## src/random_key_tour_decoder_defines.svh

```systemverilog
// Assertion helpers for the random key tour decoder.
`ifndef RANDOM_KEY_TOUR_DECODER_DEFINES_SVH
`define RANDOM_KEY_TOUR_DECODER_DEFINES_SVH

// Condition that must hold at every clock edge outside reset.
`define RKTD_ALWAYS(lbl, cond, msg) \
  lbl: assert property (@(posedge clk) disable iff (rst) (cond)) else $error(msg);

// Antecedent in one cycle implies consequent in the same cycle.
`define RKTD_IMPLIES(lbl, ante, cons, msg) \
  lbl: assert property (@(posedge clk) disable iff (rst) (ante) |-> (cons)) else $error(msg);

`endif

```

## src/rktd_pkg.sv

```systemverilog
package rktd_pkg;

  localparam int LABEL_BITS = 6;

  typedef enum logic [1:0] {
    OP_HOLD,
    OP_INSERT,
    OP_SHIFT_DOWN,
    OP_DROP_TOP
  } cell_op_t;

  typedef struct packed {
    cell_op_t              op;
    logic [LABEL_BITS-1:0] label;
  } cell_ctrl_t;

  typedef enum logic {
    ST_LOAD,
    ST_EMIT
  } dec_state_t;

endpackage

```

## src/rktd_cell.sv

```systemverilog
module rktd_cell #(
  parameter int KW = 32
) (
  input  logic                             clk,
  input  logic                             rst,
  input  rktd_pkg::cell_ctrl_t             ctrl,
  input  logic [KW-1:0]                    new_key,
  input  logic [KW-1:0]                    lower_key,
  input  logic [rktd_pkg::LABEL_BITS-1:0]  lower_label,
  input  logic                             lower_valid,
  input  logic                             lower_gt,
  input  logic [KW-1:0]                    upper_key,
  input  logic [rktd_pkg::LABEL_BITS-1:0]  upper_label,
  input  logic                             upper_valid,
  output logic [KW-1:0]                    key,
  output logic [rktd_pkg::LABEL_BITS-1:0]  label,
  output logic                             valid,
  output logic                             gt,
  output logic                             top
);

  logic [KW-1:0]                   key_next;
  logic [rktd_pkg::LABEL_BITS-1:0] label_next;
  logic                            valid_next;

  // An empty cell counts as holding an infinitely large key.
  assign gt  = !valid || (key > new_key);
  assign top = valid && !upper_valid;

  always_comb begin
    key_next   = key;
    label_next = label;
    valid_next = valid;
    case (ctrl.op)
      rktd_pkg::OP_INSERT: begin
        if (gt) begin
          if (lower_gt) begin
            key_next   = lower_key;
            label_next = lower_label;
            valid_next = lower_valid;
          end else begin
            key_next   = new_key;
            label_next = ctrl.label;
            valid_next = 1'b1;
          end
        end
      end
      rktd_pkg::OP_SHIFT_DOWN: begin
        key_next   = upper_key;
        label_next = upper_label;
        valid_next = upper_valid;
      end
      rktd_pkg::OP_DROP_TOP: begin
        if (top) begin
          valid_next = 1'b0;
        end
      end
      default: begin
        valid_next = valid;
      end
    endcase
  end

  always_ff @(posedge clk) begin
    if (rst) begin
      valid <= 1'b0;
    end else begin
      valid <= valid_next;
    end
  end

  always_ff @(posedge clk) begin
    key   <= key_next;
    label <= label_next;
  end

endmodule

```

## src/rktd_chain.sv

```systemverilog
module rktd_chain #(
  parameter int N  = 32,
  parameter int KW = 32
) (
  input  logic                             clk,
  input  logic                             rst,
  input  rktd_pkg::cell_ctrl_t             ctrl,
  input  logic [KW-1:0]                    new_key,
  output logic [rktd_pkg::LABEL_BITS-1:0]  head_label,
  output logic [rktd_pkg::LABEL_BITS-1:0]  top_label,
  output logic [N-1:0]                     valid_vec
);

  logic [KW-1:0]                   key_a   [N];
  logic [rktd_pkg::LABEL_BITS-1:0] label_a [N];
  logic [N-1:0]                    gt_vec;
  logic [N-1:0]                    top_vec;

  for (genvar i = 0; i < N; i++) begin : g_cell
    logic [KW-1:0]                   lo_key;
    logic [rktd_pkg::LABEL_BITS-1:0] lo_label;
    logic                            lo_valid;
    logic                            lo_gt;
    logic [KW-1:0]                   up_key;
    logic [rktd_pkg::LABEL_BITS-1:0] up_label;
    logic                            up_valid;

    if (i == 0) begin : g_first
      assign lo_key   = '0;
      assign lo_label = '0;
      assign lo_valid = 1'b0;
      assign lo_gt    = 1'b0;
    end else begin : g_inner_lo
      assign lo_key   = key_a[i-1];
      assign lo_label = label_a[i-1];
      assign lo_valid = valid_vec[i-1];
      assign lo_gt    = gt_vec[i-1];
    end

    if (i == N - 1) begin : g_last
      assign up_key   = '0;
      assign up_label = '0;
      assign up_valid = 1'b0;
    end else begin : g_inner_up
      assign up_key   = key_a[i+1];
      assign up_label = label_a[i+1];
      assign up_valid = valid_vec[i+1];
    end

    rktd_cell #(.KW(KW)) u_cell (
      .clk         (clk),
      .rst         (rst),
      .ctrl        (ctrl),
      .new_key     (new_key),
      .lower_key   (lo_key),
      .lower_label (lo_label),
      .lower_valid (lo_valid),
      .lower_gt    (lo_gt),
      .upper_key   (up_key),
      .upper_label (up_label),
      .upper_valid (up_valid),
      .key         (key_a[i]),
      .label       (label_a[i]),
      .valid       (valid_vec[i]),
      .gt          (gt_vec[i]),
      .top         (top_vec[i])
    );
  end

  assign head_label = label_a[0];

  // Valid cells are contiguous from cell 0, so at most one top flag is set.
  always_comb begin
    top_label = '0;
    for (int i = 0; i < N; i++) begin
      top_label = top_label | (label_a[i] & {rktd_pkg::LABEL_BITS{top_vec[i]}});
    end
  end

endmodule

```

## src/random_key_tour_decoder.sv

```systemverilog
// Random key tour decoder.
// Input channel (key, last_key; key_valid / key_stall): one random key per
// transaction. The n-th key of a run labels vertex n; last_key closes the run.
// Each key is inserted into a sorted row of MAX_KEYS cells in the cycle it is
// taken, so keys are accepted one per cycle while a run is loading.
// Output channel (vertex, last_vertex, overflow; vertex_valid / vertex_stall):
// after the closing key the tour comes out as n+1 transactions: vertex 0, then
// the labels in key order (reversed if the first label exceeds the last one).
// The first result is registered after the closing key has moved the state to
// emitting, and the rest follow one per cycle while vertex_stall is low.
// key_stall is high while a tour is being emitted. Holding vertex_stall high
// freezes the output register and the row of cells; nothing is lost.
// Keys beyond MAX_KEYS are dropped and flagged on every result of that tour.
// Reset (rst, synchronous) empties the row and returns to loading.
module random_key_tour_decoder #(
  parameter int MAX_KEYS = 32,
  parameter int KEY_BITS = 32
) (
  input  logic                             clk,
  input  logic                             rst,
  input  logic                             key_valid,
  output logic                             key_stall,
  input  logic [31:0]                      key,
  input  logic                             last_key,
  output logic                             vertex_valid,
  input  logic                             vertex_stall,
  output logic [rktd_pkg::LABEL_BITS-1:0]  vertex,
  output logic                             last_vertex,
  output logic                             overflow
);

`include "random_key_tour_decoder_defines.svh"

  localparam int KW = (KEY_BITS < 32) ? KEY_BITS : 32;
  localparam int CW = $clog2(MAX_KEYS + 1);

  rktd_pkg::dec_state_t state, state_next;
  logic [CW-1:0]        key_count, key_count_next;
  logic                 overflow_seen, overflow_seen_next;
  logic                 zero_pending, zero_pending_next;
  logic                 reverse, reverse_next;
  logic                 vertex_valid_next;

  rktd_pkg::cell_ctrl_t            ctrl;
  logic [KW-1:0]                   new_key;
  logic [rktd_pkg::LABEL_BITS-1:0] head_label;
  logic [rktd_pkg::LABEL_BITS-1:0] top_label;
  logic [rktd_pkg::LABEL_BITS-1:0] emit_label;
  logic [MAX_KEYS-1:0]             valid_vec;

  logic key_acc;
  logic advance;
  logic full;
  logic finishing;

  assign new_key   = key[KW-1:0];
  assign full      = (key_count == CW'(MAX_KEYS));
  assign key_acc   = key_valid && !key_stall;
  assign advance   = (state == rktd_pkg::ST_EMIT) && (!vertex_valid || !vertex_stall);
  assign emit_label = reverse ? top_label : head_label;
  assign finishing = advance && (zero_pending ? (key_count == '0)
                                              : (key_count == CW'(1)));

  rktd_chain #(.N(MAX_KEYS), .KW(KW)) u_chain (
    .clk        (clk),
    .rst        (rst),
    .ctrl       (ctrl),
    .new_key    (new_key),
    .head_label (head_label),
    .top_label  (top_label),
    .valid_vec  (valid_vec)
  );

  // Next state
  always_comb begin
    state_next = state;
    case (state)
      rktd_pkg::ST_LOAD: begin
        if (key_acc && last_key) begin
          state_next = rktd_pkg::ST_EMIT;
        end
      end
      rktd_pkg::ST_EMIT: begin
        if (finishing) begin
          state_next = rktd_pkg::ST_LOAD;
        end
      end
      default: begin
        state_next = rktd_pkg::ST_LOAD;
      end
    endcase
  end

  // Outputs and datapath control
  always_comb begin
    key_stall          = (state != rktd_pkg::ST_LOAD);
    ctrl.op            = rktd_pkg::OP_HOLD;
    ctrl.label         = rktd_pkg::LABEL_BITS'(key_count) + 1'b1;
    key_count_next     = key_count;
    overflow_seen_next = overflow_seen;
    zero_pending_next  = zero_pending;
    reverse_next       = reverse;
    vertex_valid_next  = vertex_valid && vertex_stall;

    if (key_acc) begin
      if (full) begin
        overflow_seen_next = 1'b1;
      end else begin
        ctrl.op        = rktd_pkg::OP_INSERT;
        key_count_next = key_count + 1'b1;
      end
      if (last_key) begin
        zero_pending_next = 1'b1;
      end
    end

    if (advance) begin
      vertex_valid_next = 1'b1;
      if (zero_pending) begin
        zero_pending_next = 1'b0;
        reverse_next      = (key_count != '0) && (head_label > top_label);
      end else begin
        ctrl.op        = reverse ? rktd_pkg::OP_DROP_TOP : rktd_pkg::OP_SHIFT_DOWN;
        key_count_next = key_count - 1'b1;
      end
      if (finishing) begin
        overflow_seen_next = 1'b0;
      end
    end
  end

  always_ff @(posedge clk) begin
    if (rst) begin
      state         <= rktd_pkg::ST_LOAD;
      key_count     <= '0;
      overflow_seen <= 1'b0;
      zero_pending  <= 1'b0;
      reverse       <= 1'b0;
      vertex_valid  <= 1'b0;
    end else begin
      state         <= state_next;
      key_count     <= key_count_next;
      overflow_seen <= overflow_seen_next;
      zero_pending  <= zero_pending_next;
      reverse       <= reverse_next;
      vertex_valid  <= vertex_valid_next;
    end
  end

  always_ff @(posedge clk) begin
    if (advance) begin
      vertex      <= zero_pending ? '0 : emit_label;
      last_vertex <= finishing;
      overflow    <= overflow_seen;
    end
  end

  `RKTD_ALWAYS(a_count_matches_cells, $countones(valid_vec) == int'(key_count), "cell count mismatch")
  `RKTD_ALWAYS(a_cells_contiguous, (valid_vec & (valid_vec + MAX_KEYS'(1))) == '0, "gap in cell row")
  `RKTD_IMPLIES(a_emit_has_keys, state == rktd_pkg::ST_EMIT && !zero_pending, key_count != '0, "label emit with empty row")
  `RKTD_IMPLIES(a_count_bound, 1'b1, key_count <= CW'(MAX_KEYS), "count beyond capacity")

endmodule

```

## config.mk

```make
export PLATFORM = sky130hd
export DESIGN_NAME = random_key_tour_decoder
export DESIGN_NICKNAME = d
export VERILOG_FILES = /design/src/rktd_pkg.sv /design/src/rktd_cell.sv /design/src/rktd_chain.sv /design/src/random_key_tour_decoder.sv
export VERILOG_INCLUDE_DIRS = /design/src /design/src/src
export SDC_FILE = /design/constraint.sdc
export NUM_CORES = 2
export LEC_CHECK = 0
export BUFFER_PORTS_ARGS = -buffer_cell sky130_fd_sc_hd__buf_2
export CELL_PAD_IN_SITES_DETAIL_PLACEMENT = 0
export CELL_PAD_IN_SITES_GLOBAL_PLACEMENT = 2
export CORE_ASPECT_RATIO = 1.1
export CORE_UTILIZATION = 36
export DETAILED_ROUTE_END_ITERATION = 16
export MAX_ROUTING_LAYER = met4
export PLACE_DENSITY = 0.68
export SLEW_MARGIN = 20
export SYNTH_ARGS = -nofsm -noshare
export SYNTH_HDL_FRONTEND = slang
export SYNTH_HIERARCHICAL = 1
export SYNTH_SLANG_ARGS = --single-unit
```

## constraint.sdc

```tcl
create_clock -name clk -period 5.58 [get_ports clk]
set_input_delay 0.558 -clock clk [delete_from_list [all_inputs] [get_ports clk]]
set_output_delay 0.558 -clock clk [all_outputs]
set_load 0.02 [all_outputs]
```

==> run_results.csv <==
group,metric,value,unit
finish,final_common_cell,"nand2_1",
run,maxCapViolations,0,
route,drt_first_pass_iters,6,
timing,setup_slack,951,ps
global_routing,grt_pass1_vias,73800,
setup_path,r2r_slack,950,ps
floorplanning,die_h,535,um
timing,slew_viol_final,0,
timing,fin_crit_sh,83.0,%
yosys,synth_warnings,6,
floorplanning,die_w,487,um
clock_network,post-cts-setup-buffers,0,
timing,hold_viol_final,0,
floorplanning,start_util,36.2,%
timing,setup_violations,0,
floorplanning,ios,47,
power,ir_worst_vdd,0.242,mV
timing,fmax,216,MHz
setup_path,worstSetupStartpointType,"register",
placed_design,place_ws,617,ps
route,drc,0,
floorplanning,core_area,257000,um^2
timing,skew,73.6,ps
placed_design,gp_congestion,0.959,
hold_path,hp-class,"primary input to register",
timing,period_minus_slack,4630,ps
floorplanning,dieArea,261000,um^2
clock_network,clk_latency,860,ps
route,via_per_inst,5.61,
power,comb_power_share,38.5,%
timing,tns,0,ps
finish,layout.nets,11100,
timing,timing.hold.ws,209,ps
power,p_int,0.0312,W
yosys,netlist_instances,9783,
clock_network,cts_max_path_buffers,4,
global_routing,grt_max_degree,79,
timing,worstMarginPinSlew,1140,ps
setup_path,ff2ff_path_depth,12,
power,clkPwrFrac,20.2,%
clock_network,clock_sinks,1267,
setup_path,r2r_start,"u_chain/g_cell[7].u_cell/key[27]",
finish,drive_gt1_share,8.00,%
outcome,status,"complete, no violations",
power,leakage,48.9,nW
global_routing,grt_pass1_wl,531000,um
route,routed_wl,369000,um
route,post_drt_wl_per_cell,27.2,um
setup_path,critPathBufInv,1,
clock_network,cts_resized,0,
clock_network,cts_root_buffer,"clkbuf_16",
finish,area_growth,13.7,%
placed_design,hpwl,282000,um
yosys,syn_area_per_cell,9.52,um^2
power,p_seq_share,41.3,%
route,dr_total_vias,76100,
clock_network,cts-htree-levels,4,
setup_path,rr_endpoint,"u_chain/g_cell[8].u_cell/valid",
route,drt-initial-drc-count,6531,
global_routing,gr-total-overflow,0,
setup_path,critPathMaxStageDelay,810,ps
timing,slew_headroom,23.7,%
setup_path,crit_path_end_kind,"register",
placed_design,port_buffers,46,
setup_path,path_delay_family,"compound AO/OA/AOI/OAI gates",
setup_path,slowest_stage,"o31ai_4",
setup_path,crit_path_end,"u_chain/g_cell[8].u_cell/valid",
global_routing,antenna_found_initial,12,
setup_path,critical_path_class,"register to register",
power,p_sw_share,42.1,%
finish,layout_common_cells,"nand2_1 (1,446), o21ai_0 (1,312), edfxtp_1 (1,224)",
global_routing,grt.total_usage,28.6,%
power,powerDensity,509,nW/um^2
setup_path,critical_path.startpoint,"u_chain/g_cell[7].u_cell/key[27]",
setup_path,cp_max_fo,25,
setup_path,arrival,5360,ps
finish,fillers,25400,
setup_path,crit_required,6320,ps
yosys,syn_area,93100,um^2
clock_network,cts_made_buffers,170,
clock_network,path_clk_slew,60,ps
setup_path,path_cells,"ha_1 -> nand4_1 -> nor2_1 -> a2bb2oi_1 -> o211ai_2 -> nor3_1 -> o31ai_4 -> buf_4 -> nor3b_1 -> a21oi_1 -> or2_1 -> o31a_1",
power,switching_power,0.0227,W
floorplanning,rows,195,
clock_network,hold_buffers,2,
timing,rsz0062_at_grt,"false",
clock_network,cts_tree,"yes",
setup_path,critical_path_cell_count,12,
route,drtAntennaViolNets,0,
## state kept, by name (all words and copies together), names as in the netlist
name	flops
vertex	6
overflow_seen	1
vertex_valid	1
u_chain/g_cell.u_cell/valid	32
reverse	1
zero_pending	1
u_chain/g_cell.u_cell/label	192
u_chain/g_cell.u_cell/key	1024
key_count	6
key_stall	1
overflow	1
last_vertex	1
## worst min-delay path by stage
stage | cells after the start | slack, ps | endpoint | startpoint
floorplan | 0 | 410 | overflow | overflow_seen
global placement | 0 | 460 | overflow | overflow_seen
detailed placement | 0 | 460 | overflow | overflow_seen
CTS | 2 | 130 | vertex_valid | rst
global route | 2 | 180 | vertex_valid | rst
finish | 2 | 210 | vertex_valid | rst
## power by group through the flow
stage | Clock [W] | Combinational, W | Sequential (W)
floorplan | 0 | 0.0141 | 0.0189
global placement | 0 | 0.0199 | 0.0223
detailed placement | 0 | 0.0205 | 0.0224
CTS | 0.0111 | 0.0206 | 0.0222
global route | 0.0114 | 0.0229 | 0.0226
finish | 0.0109 | 0.0207 | 0.0223
## per-stage QoR
stage | total power (W) | instance area, um^2 | util [%] | std cells
final | 0.0539 | 106000 | 41.2 | 13600
after global routing | 0.0569 | 106000 | 41.2 | 13600
after CTS | 0.0539 | 106000 | 41.2 | 13600
after detailed placement | 0.0429 | 101000 | 39.1 | 13300
after global placement | 0.0423 | 100000 | 39.1 | 13300
after floorplan | 0.0330 | 93400 | - | 9864
## cell type report
cell class / count / area, um^2 / area share [%]
multi-input combinational: 7108 / 51200 / 48.3
sequential: 1267 / 37600 / 35.5
clock buffer: 230 / 4700 / 4.44
tap: 3447 / 4310 / 4.08
inverter: 1067 / 4010 / 3.78
timing repair buffer: 377 / 3430 / 3.24
clock inverter: 67 / 584 / 0.552
antenna: 9 / 22.5 / 0.0213
## worst register-to-register path, stage by stage (launching register included)
cell	delay, ps
edfxtp_1	630
ha_1	440
nand4_1	220
nor2_1	460
a2bb2oi_1	180
o211ai_2	190
nor3_1	210
o31ai_4	810
buf_4	560
nor3b_1	260
a21oi_1	80
or2_1	240
o31a_1	240
## per-layer routing
metal	GRT usage, %	vias to the layer above	wire (um)
li1	-	35600	-
met1	39.8	37700	173000
met2	43.2	2297	164000
met3	2.60	499	19500
met4	9.77	0	13100
met5	-	-	0
Power figures use the tool's default switching activity.
